### config.mk
export PLATFORM = sky130hd
export DESIGN_NAME = two_operator_fm_voice_core
export DESIGN_NICKNAME = d
export VERILOG_FILES = /design/src/rtl/core/tofm_pkg.sv /design/src/rtl/core/tofm_datapath.sv /design/src/rtl/core/tofm_ctrl.sv /design/src/rtl/core/two_operator_fm_voice_core.sv
export SDC_FILE = /design/constraint.sdc
export NUM_CORES = 2
export LEC_CHECK = 0
export BUFFER_PORTS_ARGS = -buffer_cell sky130_fd_sc_hd__buf_2
export CAP_MARGIN = 20
export CORE_MARGIN = 5
export CORE_UTILIZATION = 45
export CTS_CLUSTER_DIAMETER = 50
export DETAILED_ROUTE_END_ITERATION = 16
export SKIP_CTS_REPAIR_TIMING = 1
export SYNTH_ARGS = -nofsm -noshare
export SYNTH_HDL_FRONTEND = slang
export SYNTH_SLANG_ARGS = --single-unit
### constraint.sdc
create_clock -name clk -period 17.34 [get_ports clk]
set_clock_uncertainty 0.1 [all_clocks]
set_input_delay 1.734 -clock clk [delete_from_list [all_inputs] [get_ports clk]]
set_output_delay 1.734 -clock clk [all_outputs]
set_load 0.01 [all_outputs]
### src/rtl/core/tofm_pkg.sv
// ----------------------------------------------------------------------------
// tofm_pkg
// Shared types, codes, constants and constant tables of the two-operator
// FM voice: command and register codes, controller states, datapath
// operations, the quarter-wave sine table and the velocity gain table.
// ----------------------------------------------------------------------------
package tofm_pkg;

    localparam int PHASE_W      = 24;
    localparam int SAMPLE_W     = 16;
    localparam int SINE_DEPTH   = 1024;
    localparam int SINE_IDX_W   = $clog2(SINE_DEPTH);
    localparam int QUARTER      = SINE_DEPTH / 4;
    localparam int QUARTER_W    = $clog2(QUARTER);

    localparam logic [23:0] ENV_FULL   = 24'hFFFFFF;
    localparam logic [23:0] ENV_FLOOR  = 24'd1678;
    localparam int          VGAIN_MIN  = 1638;
    localparam int          VEL_FULL_SCALE = 127;
    localparam int          GAIN_035_Q16   = 22938;
    localparam int          MODE_HOT_Q14   = 17695;
    localparam int          MODE_SOFT_Q14  = 14746;
    localparam int          FB_TO_PHASE_Q20  = 1001327;
    localparam int          RAD_TO_PHASE_Q20 = 166886;
    localparam longint unsigned HALF_PI_Q30 = 64'd1686629713;

    // crush divider: 24-bit dividend, four quotient bits per cycle
    localparam int DIV_W        = 24;
    localparam int DIV_BITS     = 4;
    localparam int DIV_STEPS    = DIV_W / DIV_BITS;
    localparam int DIV_CNT_W    = $clog2(DIV_STEPS);

    typedef enum logic [1:0] {
        CMD_TICK    = 2'd0,
        CMD_NOTE_ON = 2'd1,
        CMD_RELEASE = 2'd2
    } cmd_t;

    typedef enum logic [1:0] {
        TONE_UNITY = 2'd0,
        TONE_HOT   = 2'd1,
        TONE_SOFT  = 2'd2
    } tone_t;

    typedef enum logic [2:0] {
        CFG_MOD_RATIO     = 3'd0,
        CFG_MOD_INDEX     = 3'd1,
        CFG_FEEDBACK      = 3'd2,
        CFG_DECAY_HELD    = 3'd3,
        CFG_DECAY_RELEASE = 3'd4,
        CFG_CRUSH_LEVELS  = 3'd5,
        CFG_TONE_MODE     = 3'd6
    } cfg_idx_t;

    typedef enum logic [4:0] {
        OP_NONE,
        OP_NOTE_ON,
        OP_RELEASE,
        OP_MSTEP_MUL,
        OP_FB_MUL,
        OP_FB_SCALE,
        OP_MOD_LOOKUP,
        OP_PM_MUL,
        OP_PM_SCALE,
        OP_CAR_LOOKUP,
        OP_ENV_MUL,
        OP_ENV_WRITE,
        OP_GAIN_ENV,
        OP_RND_ENV,
        OP_GAIN_VEL,
        OP_RND_VEL,
        OP_GAIN_035,
        OP_RND_035,
        OP_CRUSH_MUL,
        OP_CRUSH_PREP,
        OP_DIV_STEP,
        OP_CRUSH_DONE,
        OP_TONE_MUL,
        OP_RND_TONE,
        OP_OUT_SAMPLE,
        OP_OUT_SILENT
    } dp_op_t;

    typedef enum logic [4:0] {
        ST_IDLE,
        ST_MSTEP,
        ST_FB_MUL,
        ST_FB_SCALE,
        ST_MOD_LOOKUP,
        ST_PM_MUL,
        ST_PM_SCALE,
        ST_CAR_LOOKUP,
        ST_ENV_MUL,
        ST_ENV_WRITE,
        ST_GAIN_ENV,
        ST_RND_ENV,
        ST_GAIN_VEL,
        ST_RND_VEL,
        ST_GAIN_035,
        ST_RND_035,
        ST_CRUSH_MUL,
        ST_CRUSH_PREP,
        ST_DIV,
        ST_CRUSH_DONE,
        ST_TONE_MUL,
        ST_RND_TONE,
        ST_OUT,
        ST_SILENT_OUT
    } state_t;

    typedef struct packed {
        logic silent;
        logic crush_en;
        logic tone_en;
    } dp_stat_t;

    // Taylor divisors (2k)(2k+1) for k = 1..5
    localparam longint unsigned TAYLOR_DIV [1:5] = '{64'd6, 64'd20, 64'd42, 64'd72, 64'd110};

    typedef logic [14:0] qtab_t [QUARTER];
    typedef logic [15:0] vtab_t [128];

    // sin(a/QUARTER * pi/2) in Q0.15, evaluated at elaboration
    function automatic logic [14:0] quarter_sine(input int unsigned a);
        longint unsigned x;
        longint unsigned term;
        longint          sum;
        longint          r;
        x    = (longint'(a) * HALF_PI_Q30) / QUARTER;
        term = x;
        sum  = longint'(x);
        for (int k = 1; k <= 5; k++) begin
            term = (term * x) >> 30;
            term = (term * x) >> 30;
            term = term / TAYLOR_DIV[k];
            if (k % 2 == 1) sum = sum - longint'(term);
            else            sum = sum + longint'(term);
        end
        if (sum < 0) sum = 0;
        r = (sum + 64'sd16384) >>> 15;
        if (r > 32767) r = 32767;
        return r[14:0];
    endfunction

    function automatic qtab_t build_qtab();
        qtab_t t;
        for (int i = 0; i < QUARTER; i++) t[i] = quarter_sine(i);
        return t;
    endfunction

    function automatic vtab_t build_vtab();
        vtab_t t;
        int    g;
        for (int i = 0; i < 128; i++) begin
            g = (i * 32768) / VEL_FULL_SCALE;
            if (g < VGAIN_MIN) g = VGAIN_MIN;
            t[i] = g[15:0];
        end
        return t;
    endfunction

    localparam qtab_t       QTAB       = build_qtab();
    localparam logic [14:0] QSINE_PEAK = quarter_sine(QUARTER);
    localparam vtab_t       VEL_GAIN   = build_vtab();

    // full-cycle sine from the quarter-wave table
    function automatic logic signed [15:0] sine_lookup(input logic [SINE_IDX_W-1:0] idx);
        logic [QUARTER_W-1:0] a;
        logic [14:0]          mag;
        logic signed [15:0]   val;
        a = idx[QUARTER_W-1:0];
        if (idx[QUARTER_W]) begin
            if (a == '0) mag = QSINE_PEAK;
            else         mag = QTAB[QUARTER_W'((QUARTER_W+1)'(QUARTER) - {1'b0, a})];
        end else begin
            mag = QTAB[a];
        end
        val = {1'b0, mag};
        return idx[QUARTER_W+1] ? 16'(-val) : val;
    endfunction

endpackage

### src/rtl/core/tofm_datapath.sv
// ----------------------------------------------------------------------------
// tofm_datapath
// Voice state, configuration registers, one shared multiplier, sine
// lookups, rounding, crush divider and the output register.
// ----------------------------------------------------------------------------
module tofm_datapath (
    input  logic                clk,
    input  logic                rst_n,
    input  tofm_pkg::dp_op_t    op,
    output tofm_pkg::dp_stat_t  stat,
    input  logic                cfg_valid,
    input  logic [2:0]          cfg_index,
    input  logic [23:0]         cfg_data,
    input  logic [22:0]         phase_step,
    input  logic [6:0]          velocity,
    output logic signed [15:0]  sample,
    output logic                voice_active
);
    import tofm_pkg::*;

    logic [15:0] ratio_reg, ratio_next;
    logic [15:0] index_reg, index_next;
    logic [15:0] fb_amt_reg, fb_amt_next;
    logic [23:0] coef_held_reg, coef_held_next;
    logic [23:0] coef_rel_reg, coef_rel_next;
    logic [8:0]  crush_reg, crush_next;
    logic [1:0]  tone_reg, tone_next;

    logic [23:0]        cph_reg, cph_next;
    logic [23:0]        mph_reg, mph_next;
    logic signed [15:0] fbs_reg, fbs_next;
    logic [23:0]        env_reg, env_next;
    logic               gate_reg, gate_next;
    logic [23:0]        cstep_reg, cstep_next;
    logic [15:0]        vg_reg, vg_next;

    logic signed [57:0] prod_reg, prod_next;
    logic signed [17:0] s_reg, s_next;
    logic signed [15:0] mod_reg, mod_next;
    logic               neg_reg, neg_next;
    logic [23:0]        num_reg, num_next;
    logic [9:0]         rem_reg, rem_next;
    logic signed [15:0] sample_reg, sample_next;
    logic               active_reg, active_next;

    logic signed [32:0] mul_a;
    logic signed [24:0] mul_b;
    logic signed [57:0] mul_p;
    logic [23:0]        mod_sum, car_sum;
    logic signed [15:0] mod_sine, car_sine;
    logic signed [57:0] rnd24, rnd15, rnd16, rnd14;
    logic [8:0]         lv;
    logic [23:0]        env_dec;
    logic signed [17:0] qv, qmag;
    logic [9:0]         dr;
    logic [23:0]        dn;

    assign mul_p    = mul_a * mul_b;
    assign mod_sum  = mph_reg + prod_reg[49:26];
    assign car_sum  = cph_reg + prod_reg[46:23];
    assign mod_sine = sine_lookup(mod_sum[PHASE_W-1 -: SINE_IDX_W]);
    assign car_sine = sine_lookup(car_sum[PHASE_W-1 -: SINE_IDX_W]);
    assign rnd24    = prod_reg + 58'sd8388608;
    assign rnd15    = prod_reg + 58'sd16384;
    assign rnd16    = prod_reg + 58'sd32768;
    assign rnd14    = prod_reg + 58'sd8192;
    assign env_dec  = prod_reg[47:24];
    assign qv       = rnd15[32:15];
    assign qmag     = qv[17] ? -qv : qv;
    // level count: small counts act as 64, large ones as 256
    assign lv       = (crush_reg < 9'd64) ? 9'd64 :
                      ((crush_reg > 9'd256) ? 9'd256 : crush_reg);

    assign stat.silent   = !gate_reg && (env_reg < ENV_FLOOR);
    assign stat.crush_en = (crush_reg != '0);
    assign stat.tone_en  = (tone_reg == TONE_HOT) || (tone_reg == TONE_SOFT);

    // multiplier operand select
    always_comb
    begin
        mul_a = '0;
        mul_b = '0;
        case (op)
            OP_MSTEP_MUL: begin mul_a = {9'd0, cstep_reg}; mul_b = {9'd0, ratio_reg}; end
            OP_FB_MUL:    begin mul_a = 33'(fbs_reg); mul_b = {9'd0, fb_amt_reg}; end
            OP_FB_SCALE:
            begin
                mul_a = 33'($signed(prod_reg[31:0]));
                mul_b = 25'(FB_TO_PHASE_Q20);
            end
            OP_PM_MUL:    begin mul_a = 33'(mod_reg); mul_b = {9'd0, index_reg}; end
            OP_PM_SCALE:
            begin
                mul_a = 33'($signed(prod_reg[31:0]));
                mul_b = 25'(RAD_TO_PHASE_Q20);
            end
            OP_ENV_MUL:
            begin
                mul_a = {9'd0, env_reg};
                mul_b = {1'b0, gate_reg ? coef_held_reg : coef_rel_reg};
            end
            OP_GAIN_ENV:  begin mul_a = 33'(s_reg); mul_b = {1'b0, env_reg}; end
            OP_GAIN_VEL:  begin mul_a = 33'(s_reg); mul_b = {9'd0, vg_reg}; end
            OP_GAIN_035:  begin mul_a = 33'(s_reg); mul_b = 25'(GAIN_035_Q16); end
            OP_CRUSH_MUL: begin mul_a = 33'(s_reg); mul_b = {16'd0, lv}; end
            OP_TONE_MUL:
            begin
                mul_a = 33'(s_reg);
                mul_b = (tone_reg == TONE_HOT) ? 25'(MODE_HOT_Q14) : 25'(MODE_SOFT_Q14);
            end
            default: ;
        endcase
    end

    // radix-16 restoring division step
    always_comb
    begin
        dr = rem_reg;
        dn = num_reg;
        for (int i = 0; i < DIV_BITS; i++) begin
            dr = {dr[8:0], dn[23]};
            dn = {dn[22:0], 1'b0};
            if (dr >= {1'b0, lv}) begin
                dr    = dr - {1'b0, lv};
                dn[0] = 1'b1;
            end
        end
    end

    always_comb
    begin
        ratio_next     = ratio_reg;
        index_next     = index_reg;
        fb_amt_next    = fb_amt_reg;
        coef_held_next = coef_held_reg;
        coef_rel_next  = coef_rel_reg;
        crush_next     = crush_reg;
        tone_next      = tone_reg;
        cph_next       = cph_reg;
        mph_next       = mph_reg;
        fbs_next       = fbs_reg;
        env_next       = env_reg;
        gate_next      = gate_reg;
        cstep_next     = cstep_reg;
        vg_next        = vg_reg;
        prod_next      = mul_p;
        s_next         = s_reg;
        mod_next       = mod_reg;
        neg_next       = neg_reg;
        num_next       = num_reg;
        rem_next       = rem_reg;
        sample_next    = sample_reg;
        active_next    = active_reg;

        if (cfg_valid) begin
            unique case (cfg_index)
                CFG_MOD_RATIO:     ratio_next     = cfg_data[15:0];
                CFG_MOD_INDEX:     index_next     = cfg_data[15:0];
                CFG_FEEDBACK:      fb_amt_next    = cfg_data[15:0];
                CFG_DECAY_HELD:    coef_held_next = cfg_data;
                CFG_DECAY_RELEASE: coef_rel_next  = cfg_data;
                CFG_CRUSH_LEVELS:  crush_next     = cfg_data[8:0];
                CFG_TONE_MODE:     tone_next      = cfg_data[1:0];
                default: ;
            endcase
        end

        case (op)
            OP_NOTE_ON:
            begin
                if (phase_step != '0) begin
                    cstep_next = {1'b0, phase_step};
                    vg_next    = VEL_GAIN[velocity];
                    env_next   = ENV_FULL;
                    gate_next  = 1'b1;
                end
            end
            OP_RELEASE:    gate_next = 1'b0;
            OP_FB_MUL:     mph_next  = mph_reg + prod_reg[35:12];
            OP_MOD_LOOKUP:
            begin
                mod_next = mod_sine;
                fbs_next = mod_sine;
                cph_next = cph_reg + cstep_reg;
            end
            OP_CAR_LOOKUP: s_next = 18'(car_sine);
            OP_ENV_WRITE:  env_next = (!gate_reg && env_dec < ENV_FLOOR) ? '0 : env_dec;
            OP_RND_ENV:    s_next = rnd24[41:24];
            OP_RND_VEL:    s_next = rnd15[32:15];
            OP_RND_035:    s_next = rnd16[33:16];
            OP_RND_TONE:   s_next = rnd14[31:14];
            OP_CRUSH_PREP:
            begin
                neg_next = qv[17];
                num_next = {qmag[8:0], 15'd0} + {16'd0, lv[8:1]};
                rem_next = '0;
            end
            OP_DIV_STEP:
            begin
                num_next = dn;
                rem_next = dr;
            end
            OP_CRUSH_DONE:
                s_next = neg_reg ? -$signed(num_reg[17:0]) : $signed(num_reg[17:0]);
            OP_OUT_SAMPLE:
            begin
                if (s_reg > 18'sd32767)       sample_next = 16'sh7FFF;
                else if (s_reg < -18'sd32768) sample_next = 16'sh8000;
                else                          sample_next = s_reg[15:0];
                active_next = gate_reg || (env_reg >= ENV_FLOOR);
            end
            OP_OUT_SILENT:
            begin
                sample_next = '0;
                active_next = 1'b0;
            end
            default: ;
        endcase
    end

    always_ff @(posedge clk or negedge rst_n)
    begin
        if (!rst_n) begin
            ratio_reg     <= 16'd8192;
            index_reg     <= 16'd9830;
            fb_amt_reg    <= 16'd3932;
            coef_held_reg <= 24'd16776740;
            coef_rel_reg  <= 24'd16776027;
            crush_reg     <= '0;
            tone_reg      <= TONE_UNITY;
            cph_reg       <= '0;
            mph_reg       <= '0;
            fbs_reg       <= '0;
            env_reg       <= '0;
            gate_reg      <= 1'b0;
            cstep_reg     <= '0;
            vg_reg        <= '0;
        end else begin
            ratio_reg     <= ratio_next;
            index_reg     <= index_next;
            fb_amt_reg    <= fb_amt_next;
            coef_held_reg <= coef_held_next;
            coef_rel_reg  <= coef_rel_next;
            crush_reg     <= crush_next;
            tone_reg      <= tone_next;
            cph_reg       <= cph_next;
            mph_reg       <= mph_next;
            fbs_reg       <= fbs_next;
            env_reg       <= env_next;
            gate_reg      <= gate_next;
            cstep_reg     <= cstep_next;
            vg_reg        <= vg_next;
        end
    end

    always_ff @(posedge clk)
    begin
        prod_reg   <= prod_next;
        s_reg      <= s_next;
        mod_reg    <= mod_next;
        neg_reg    <= neg_next;
        num_reg    <= num_next;
        rem_reg    <= rem_next;
        sample_reg <= sample_next;
        active_reg <= active_next;
    end

    assign sample       = sample_reg;
    assign voice_active = active_reg;

endmodule

### src/rtl/core/tofm_ctrl.sv
// ----------------------------------------------------------------------------
// tofm_ctrl
// Sequencer of the voice: input and output handshakes, per-tick operation
// sequence and the crush divider step count.
// ----------------------------------------------------------------------------
module tofm_ctrl (
    input  logic               clk,
    input  logic               rst_n,
    input  logic               in_valid,
    output logic               in_ready,
    input  logic [1:0]         command,
    output logic               out_valid,
    input  logic               out_ready,
    input  tofm_pkg::dp_stat_t stat,
    output tofm_pkg::dp_op_t   op
);
    import tofm_pkg::*;

    state_t                state_reg, state_next;
    logic                  out_valid_reg, out_valid_next;
    logic [DIV_CNT_W-1:0]  div_cnt_reg, div_cnt_next;
    logic                  slot_free;

    assign in_ready  = (state_reg == ST_IDLE);
    assign out_valid = out_valid_reg;
    assign slot_free = !out_valid_reg || out_ready;

    always_ff @(posedge clk or negedge rst_n)
    begin
        if (!rst_n) begin
            state_reg     <= ST_IDLE;
            out_valid_reg <= 1'b0;
            div_cnt_reg   <= '0;
        end else begin
            state_reg     <= state_next;
            out_valid_reg <= out_valid_next;
            div_cnt_reg   <= div_cnt_next;
        end
    end

    always_comb
    begin
        state_next     = state_reg;
        out_valid_next = out_valid_reg && !out_ready;
        div_cnt_next   = div_cnt_reg;
        op             = OP_NONE;
        unique case (state_reg)
            ST_IDLE:
            begin
                if (in_valid) begin
                    unique case (command)
                        CMD_TICK:    state_next = stat.silent ? ST_SILENT_OUT : ST_MSTEP;
                        CMD_NOTE_ON: op = OP_NOTE_ON;
                        CMD_RELEASE: op = OP_RELEASE;
                        default: ;
                    endcase
                end
            end
            ST_MSTEP:      begin op = OP_MSTEP_MUL;  state_next = ST_FB_MUL;     end
            ST_FB_MUL:     begin op = OP_FB_MUL;     state_next = ST_FB_SCALE;   end
            ST_FB_SCALE:   begin op = OP_FB_SCALE;   state_next = ST_MOD_LOOKUP; end
            ST_MOD_LOOKUP: begin op = OP_MOD_LOOKUP; state_next = ST_PM_MUL;     end
            ST_PM_MUL:     begin op = OP_PM_MUL;     state_next = ST_PM_SCALE;   end
            ST_PM_SCALE:   begin op = OP_PM_SCALE;   state_next = ST_CAR_LOOKUP; end
            ST_CAR_LOOKUP: begin op = OP_CAR_LOOKUP; state_next = ST_ENV_MUL;    end
            ST_ENV_MUL:    begin op = OP_ENV_MUL;    state_next = ST_ENV_WRITE;  end
            ST_ENV_WRITE:  begin op = OP_ENV_WRITE;  state_next = ST_GAIN_ENV;   end
            ST_GAIN_ENV:   begin op = OP_GAIN_ENV;   state_next = ST_RND_ENV;    end
            ST_RND_ENV:    begin op = OP_RND_ENV;    state_next = ST_GAIN_VEL;   end
            ST_GAIN_VEL:   begin op = OP_GAIN_VEL;   state_next = ST_RND_VEL;    end
            ST_RND_VEL:    begin op = OP_RND_VEL;    state_next = ST_GAIN_035;   end
            ST_GAIN_035:   begin op = OP_GAIN_035;   state_next = ST_RND_035;    end
            ST_RND_035:
            begin
                op = OP_RND_035;
                if (stat.crush_en)     state_next = ST_CRUSH_MUL;
                else if (stat.tone_en) state_next = ST_TONE_MUL;
                else                   state_next = ST_OUT;
            end
            ST_CRUSH_MUL:  begin op = OP_CRUSH_MUL;  state_next = ST_CRUSH_PREP; end
            ST_CRUSH_PREP:
            begin
                op           = OP_CRUSH_PREP;
                div_cnt_next = '0;
                state_next   = ST_DIV;
            end
            ST_DIV:
            begin
                op = OP_DIV_STEP;
                if (div_cnt_reg == DIV_CNT_W'(DIV_STEPS - 1)) state_next = ST_CRUSH_DONE;
                else div_cnt_next = div_cnt_reg + 1'b1;
            end
            ST_CRUSH_DONE:
            begin
                op         = OP_CRUSH_DONE;
                state_next = stat.tone_en ? ST_TONE_MUL : ST_OUT;
            end
            ST_TONE_MUL:   begin op = OP_TONE_MUL;   state_next = ST_RND_TONE;   end
            ST_RND_TONE:   begin op = OP_RND_TONE;   state_next = ST_OUT;        end
            ST_OUT:
            begin
                if (slot_free) begin
                    op             = OP_OUT_SAMPLE;
                    out_valid_next = 1'b1;
                    state_next     = ST_IDLE;
                end
            end
            ST_SILENT_OUT:
            begin
                if (slot_free) begin
                    op             = OP_OUT_SILENT;
                    out_valid_next = 1'b1;
                    state_next     = ST_IDLE;
                end
            end
            default: state_next = ST_IDLE;
        endcase
    end

endmodule

### src/rtl/core/two_operator_fm_voice_core.sv
// Tick: one pass through the state sequence of the single shared multiplier; tone gain
// and crush add states. A new tick is taken only after the last result is registered.
// Silent tick: the silent output state registers the result. Note on and release: no result.
// Reset (rst_n low, asynchronous): voice state cleared, registers to their defaults,
// output empty, input ready.
// ----------------------------------------------------------------------------
// two_operator_fm_voice_core
// Two-operator FM voice with self-fed modulator, exponential envelope,
// gain chain, optional requantization and output tone gain.
// ----------------------------------------------------------------------------
module two_operator_fm_voice_core (
    input  logic               clk,
    input  logic               rst_n,
    // input transactions
    input  logic               in_valid,
    output logic               in_ready,
    input  logic [1:0]         command,
    input  logic [22:0]        phase_step,
    input  logic [6:0]         velocity,
    // result transactions
    output logic               out_valid,
    input  logic               out_ready,
    output logic signed [15:0] sample,
    output logic               voice_active,
    // register writes
    input  logic               cfg_valid,
    output logic               cfg_ready,
    input  logic [2:0]         cfg_index,
    input  logic [23:0]        cfg_data
);
    import tofm_pkg::*;

    dp_op_t   op;
    dp_stat_t stat;

    // Register writes land in the registers directly; never stall them.
    assign cfg_ready = 1'b1;

    // Controller: holds the handshakes and steps the datapath through one
    // tick: modulator phase, feedback, modulator sine, phase modulation,
    // carrier sine, envelope decay, gain chain, crush and tone gain.
    tofm_ctrl u_ctrl (
        .clk       (clk),
        .rst_n     (rst_n),
        .in_valid  (in_valid),
        .in_ready  (in_ready),
        .command   (command),
        .out_valid (out_valid),
        .out_ready (out_ready),
        .stat      (stat),
        .op        (op)
    );

    // Datapath: voice state, registers and the output register that parts
    // the result from the next transaction.
    tofm_datapath u_datapath (
        .clk          (clk),
        .rst_n        (rst_n),
        .op           (op),
        .stat         (stat),
        .cfg_valid    (cfg_valid),
        .cfg_index    (cfg_index),
        .cfg_data     (cfg_data),
        .phase_step   (phase_step),
        .velocity     (velocity),
        .sample       (sample),
        .voice_active (voice_active)
    );

endmodule

; Word-level counts from Yosys, hierarchy flattened
; Memories as Yosys holds them, arrays and structs flattened. A register that Yosys moved wholly into a read port is not among the register bits.
; Index checks and enable logic that the tools add are counted.
[word_totals]
regBits = 363
rom_bits = 17408
inputBits = 64
output_inout_bits = 20
wordCells = 232
memories = 5
[mem_list]
columns = name, depth, word_bits, read_ports, rd_clocked_by_memory_dff, write_ports, line_no
row1 = (no name shown), 256, 15, 1, 0, 0, tofm_pkg.sv:174  ; else mag = QTAB[QUARTER_W'((QUARTER_W+1)'(QUARTER) - {1'b0, a})];
row2 = (no name shown), 256, 15, 1, 0, 0, tofm_pkg.sv:176  ; mag = QTAB[a];
row3 = (no name shown), 256, 15, 1, 0, 0, tofm_pkg.sv:174
row4 = (no name shown), 256, 15, 1, 0, 0, tofm_pkg.sv:176
row5 = (no name shown), 128, 16, 1, 1, 0, tofm_datapath.sv:173  ; vg_next = VEL_GAIN[velocity];
[op_classes]
add_sub_neg = 20
multipliers = 1
n_lt_le_gt_ge = 15
eq_ne = 65
mux = 59
bitwise_logic = 5
reduce_logical = 38
[ops]
columns = op, n
row1 = case mux 24 bit (11 select lines), 1
row2 = case mux 33 bit (6 select lines), 1
row3 = 2-to-1 mux 15 bit, 13
row4 = case mux 5 bit (24 select lines), 1
row5 = case mux 5 bit (23 select lines), 1
row6 = case mux 18 bit (6 select lines), 1
row7 = case mux 24 bit (2 select lines), 2
row8 = "equality test 5 bit, second input constant", 18
row9 = "equality test 5 x 4 -> 1 bit, second input constant", 16
row10 = adder 24 bit, 3
row11 = 2-to-1 mux 24 bit, 3
row12 = 2-to-1 mux 16 bit, 4
row13 = 2-to-1 mux 9 bit, 7
row14 = multiplier 33 x 25 -> 50 bit, 1
row15 = "< comparator 24 x 11 -> 1 bit, second input constant", 2
row16 = 2-to-1 mux 5 bit, 9
row17 = "adder 42 x 25 -> 42 bit, second input constant", 1
row18 = "equality test 5 x 3 -> 1 bit, second input constant", 8
row19 = >= comparator 10 x 9 -> 1 bit, 4
row20 = ">= comparator 9 bit, second input constant", 4
row21 = inverter 8 -> 9 bit, 4
row22 = subtractor 9 bit, 4
row23 = "adder 34 x 17 -> 34 bit, second input constant", 1
row24 = "adder 33 x 16 -> 33 bit, second input constant", 1
row25 = 47 further kinds, 93

; Depth between registers and ports, before layout
[depth]
ltp_word = 12
mapped_depth = 49
ltp_nobuf = 45

; By module
; Synthesis repeated with hierarchy kept, for this count alone.
[unflattened]
hier_cells = 8346
area_unflattened_um2 = 66840.4
[modules_own_cells]
columns = module, n_inst, cells_per_inst, area_each_um2, seq_area_each_um2
row1 = tofm_datapath, 1, 8246, 66000.8, 9400.3
row2 = tofm_ctrl, 1, 98, 828.3, 225.2
row3 = two_operator_fm_voice_core, 1, 2, 11.3, 0.0

; Worst setup path after synthesis
; No wires, ideal clock.
[synth_timing]
path_kind = in2reg
start = in out_ready
end = reg u_datapath.prod_reg[48]
arrival_time_ps = 10951
required_time_ps = 17122
slack_ps = 6171
cell_stages = 38
path_buffers = 5
cell_sequence = nand2b_1 > nor2_1 > o21ai_0 > a32o_1 > a21oi_1 > and2_1 > or2_2 > clkbuf_1 > clkbuf_1 > clkbuf_1 > nand2_1 > nand4_1 > clkbuf_1 > nand2_1 > fa_1 > fa_1 > inv_1 > fa_1 > (+2 left out) > inv_1 > fa_1 > fa_1 > inv_1 > ha_1 > clkbuf_1 > nand4_1 > a31oi_1 > a211oi_1 > o21a_1 > o31ai_1 > a211oi_1 > o41ai_1 > a41oi_1 > o31ai_1 > a311o_1 > a21oi_1 > xnor2_1
[synth_via]
elab_chain_cells = 7
[synth_lines]
columns = item, line_no
row1 = start: declaration, two_operator_fm_voice_core.sv:22  ; input logic out_ready,
row2 = logical OR 1 bit (*), tofm_ctrl.sv:26  ; assign slot_free = !out_valid_reg || out_ready;
row3 = "2-to-1 mux 5 bit, on equally long branches", "tofm_ctrl.sv:110, tofm_ctrl.sv:102"
row4 = case mux 5 bit (24 select lines) (*), tofm_ctrl.sv:47  ; unique case (state_reg)
row5 = equality test 5 x 4 -> 1 bit (tied with other cells), tofm_datapath.sv:83  ; case (op)
row6 = OR reduction 5 bit (no line) / OR reduction 2 bit (equally long branches), -
row7 = case mux 33 bit (6 select lines), tofm_datapath.sv:83
row8 = multiplier 33 x 25 -> 50 bit (*), tofm_datapath.sv:58  ; assign mul_p = mul_a * mul_b;
row9 = via u_datapath.mul_p[48], tofm_datapath.sv:48  ; logic signed [57:0] mul_p;
row10 = end signal: assignment, tofm_datapath.sv:258  ; prod_reg <= prod_next;
row11 = end: declaration, tofm_datapath.sv:37  ; logic signed [57:0] prod_reg, prod_next;
; The timed path passes the listed nets; every way through them passes the cells marked *.
; A chain may end at the register's enable or synchronous reset.

; Final worst setup path
[layout_timing]
start = in out_ready
end = reg u_datapath.prod_reg[49]
; The elaborated chain is that of the path after synthesis.

==> results.md <==
- Period utilisation layout: 0.6939
- Global-route wire length before repair: 431500 um
- Commonest non-fill, non-tap cells in the layout: nand2_1, inv_1, fa_1, nor2_1, o21ai_0
- Max Cap Viol: 0
- Nets: 9301
- Endpoint of the worst register-to-register path: u_datapath.prod_reg[49]
- Crit-path max cell delay: 0.63 ns
- Worst-path fanout max: 21
- Hold Startpoint: u_datapath.fbs_reg[3]
- WHS Path Cells: 2
- Post-DR wirelength/cell: 28.84 um
- Layout cells sized above 1: 0.09131
- Chip Height: 396.1 um
- Status: completed
- Die X: 396.1 um
- Cells after Synth: 8436
- Worst skew pair latency: 0.60 ns
- Htree depth: 2
- Starting density of the core: 0.4532
- Relative slew slack: 0.1737
- Final worst slack: 5.308 ns
- Fin cells: 10114
- Vias in the first global route: 64924
- Ys async rst share: 0.6400
- RSZ-0062 raised after global routing: no
- DR pass1 iterations: 8
- Crit-path slowest cell: and3_1
- Global route total overflow: 0
- Hold Crit Class: reg2reg
- RR Startpoint: u_ctrl.state_reg[4]
- Max reg flops: 50
- Syn_nets: 9595
- Final wirelength: 291700 um
- Cell family with most CP delay: adder cells
- Seq/Total Area, Yosys: 0.1435
- CP Buf/Inv Count: 8
- Commonest non-fill, non-tap cell in the layout: nand2_1
- Flops & latches, synth: 375
- Die ar.: 156900 sq um
- Via count: 67338
- CTS Root Cell: clkbuf_16
- Synthesized cell area: 67080 sq um
- Crit path time final: 12.03 ns
- Max Slew Vio Count: 0
- Post-synthesis area per instance: 7.952 sq um
- Clk sinks: 375
- Final setup vio count: 0
- DR DRC count: 0
- CTS tree: built
- Vias per cell: 6.658
- Total GRT Usage: 0.3597
- Detailed Place HPWL: 216300 um
- WS Path Type: in2reg
- Worst-Margin Slew: 1.222 ns
- Core Util, Final: 0.4780
- Post-synth EDFFs: 85
- Final ANT Viol Nets: 0
- Type of origin of the critical path: primary input
- Fin Setup TNS: 0 ns
- Worst Path Required: 17.77 ns
- Element type at the critical path end: flop
- Hold Crit Endpoint: u_datapath.fbs_reg[3]
- Worst-path clk slew: 0.06 ns
- Initial antenna violation count: 7
- GPL Wtd Cong: 1.022
- Final hold violation count: 0
- Floorplan row count: 141
- Initial DRC Count: 9939
- Unique masters post-synth: 121
- Maximum clock path buffer count: 3
- Placed Cells incl. Taps: 10017
- Number of I/O pins: 84
- CTS Buf Count: 49
- Max Fclk: 0.08311 GHz
- CP most frequent cell: fa_1
- Yosys warning total: 0
- Area grow syn2layout: 5.469%
- CORE AREA: 148000 sq um
- R2R Setup Slk: 5.41 ns
- Largest net degree at the start of global routing: 114
- Pre-CTS worst setup slack: 4.889 ns
- I/O Buffers: 82
- Primary FF master, synth: dfrtp_1
- Worst Path Arrival: 12.47 ns
- FF-to-FF path depth: 36
## worst reg2reg max path, delay by kind of cell (launching register included)
kind / cells / cell delay, ns
AOI/OAI and AO/OA: 13 / 3.74
buffers and inverters: 5 / 0.60
DFF: 1 / 0.65
and+or+nand+nor: 9 / 3.11
xor gates and xnor gates: 1 / 0.13
adders and majority gates: 8 / 3.57
## layer usage
layer  routed length, um  up-vias  global-route usage
met3               34940     1040             0.07833
met1              115300    32971              0.4967
li1                    -    28693                   -
met2              122200     4634              0.5329
met4               19300        0              0.1796
met5                   0        -                   0
## area by class of cell
type	count	area [sq um]
sequential	375	9627
clock buffer	67	1365
clock inverter	23	277.8
inverter	968	3638
multi-input combinational	6451	51370
antenna	3	7.507
timing repair buffer	297	2056
tap	1930	2415
fill	14681	77260
## kinds of logic (layout without fill, tap and decap cells)
kind of cell,Yosys count,in the layout,synth area share
muxes,258,258,0.04437
adders and majority gates,1096,1096,0.2858
and+or+nand+nor,2667,2667,0.1763
DFF,375,375,0.1435
AOI/OAI and AO/OA,2191,2191,0.2238
buffers and inverters,1610,1355,0.09449
xor gates and xnor gates,238,238,0.03169
other,1,4,0.00005590
## Yosys cell counts, types with 45 or more instances
| master | count | area [sq um] |
|---|---|---|
| dfstp_2 | 53 | 1393 |
| a221oi_1 | 51 | 446.7 |
| o31ai_1 | 69 | 518.0 |
| o211ai_1 | 118 | 885.9 |
| a31oi_1 | 110 | 688.2 |
| nor2_1 | 715 | 2684 |
| mux2_2 | 164 | 1847 |
| a311oi_1 | 49 | 429.2 |
| ha_1 | 367 | 4592 |
| clkbuf_1 | 425 | 1595 |
| buf_1 | 49 | 183.9 |
| mux2i_1 | 78 | 780.8 |
| o22ai_1 | 50 | 312.8 |
| nor3_1 | 183 | 915.9 |
| o21a_1 | 50 | 375.4 |
| and2_1 | 68 | 425.4 |
| o311ai_0 | 63 | 551.8 |
| dfrtp_1 | 187 | 4679 |
| a211oi_1 | 131 | 983.4 |
| fa_1 | 728 | 14570 |
| o21ai_0 | 462 | 2312 |
| edfxtp_1 | 85 | 2552 |
| inv_1 | 955 | 3585 |
| dfxtp_1 | 50 | 1001 |
| nand3_1 | 184 | 920.9 |
| nand4_1 | 76 | 475.5 |
| a21o_1 | 64 | 480.5 |
| xor2_1 | 88 | 770.7 |
| and3_1 | 49 | 306.5 |
| buf_2 | 143 | 715.7 |
| a21oi_1 | 453 | 2267 |
| nor4_1 | 45 | 281.5 |
| xnor2_1 | 146 | 1279 |
| nand2_1 | 1126 | 4227 |
## through the flow
stage | instance area, sq um | hold WS (ns)
2_1_floorplan | 67080 | 0.3447
3_3_place_gp | 69040 | 0.3564
3_5_place_dp | 69060 | 0.3656
4_1_cts | 70700 | 0.3811
5_1_grt | 70750 | 0.3929
6_report | 70750 | 0.3942
## how the worst max path moves through the flow
stage | from | to | slack [ns] | depth (start not counted)
after detailed placement | out_ready | u_datapath.prod_reg[48] | 4.89 | 38
after global routing | out_ready | u_datapath.prod_reg[49] | 4.79 | 37
after global placement | out_ready | u_datapath.prod_reg[48] | 4.98 | 38
final | out_ready | u_datapath.prod_reg[49] | 5.31 | 38
after CTS | out_ready | u_datapath.prod_reg[48] | 5.47 | 38
after floorplan | out_ready | u_datapath.prod_reg[48] | 6.17 | 38
Power is left out: the tool's default activity adds up to more than one toggle a clock period on the data nets, which glitch-free logic cannot reach.
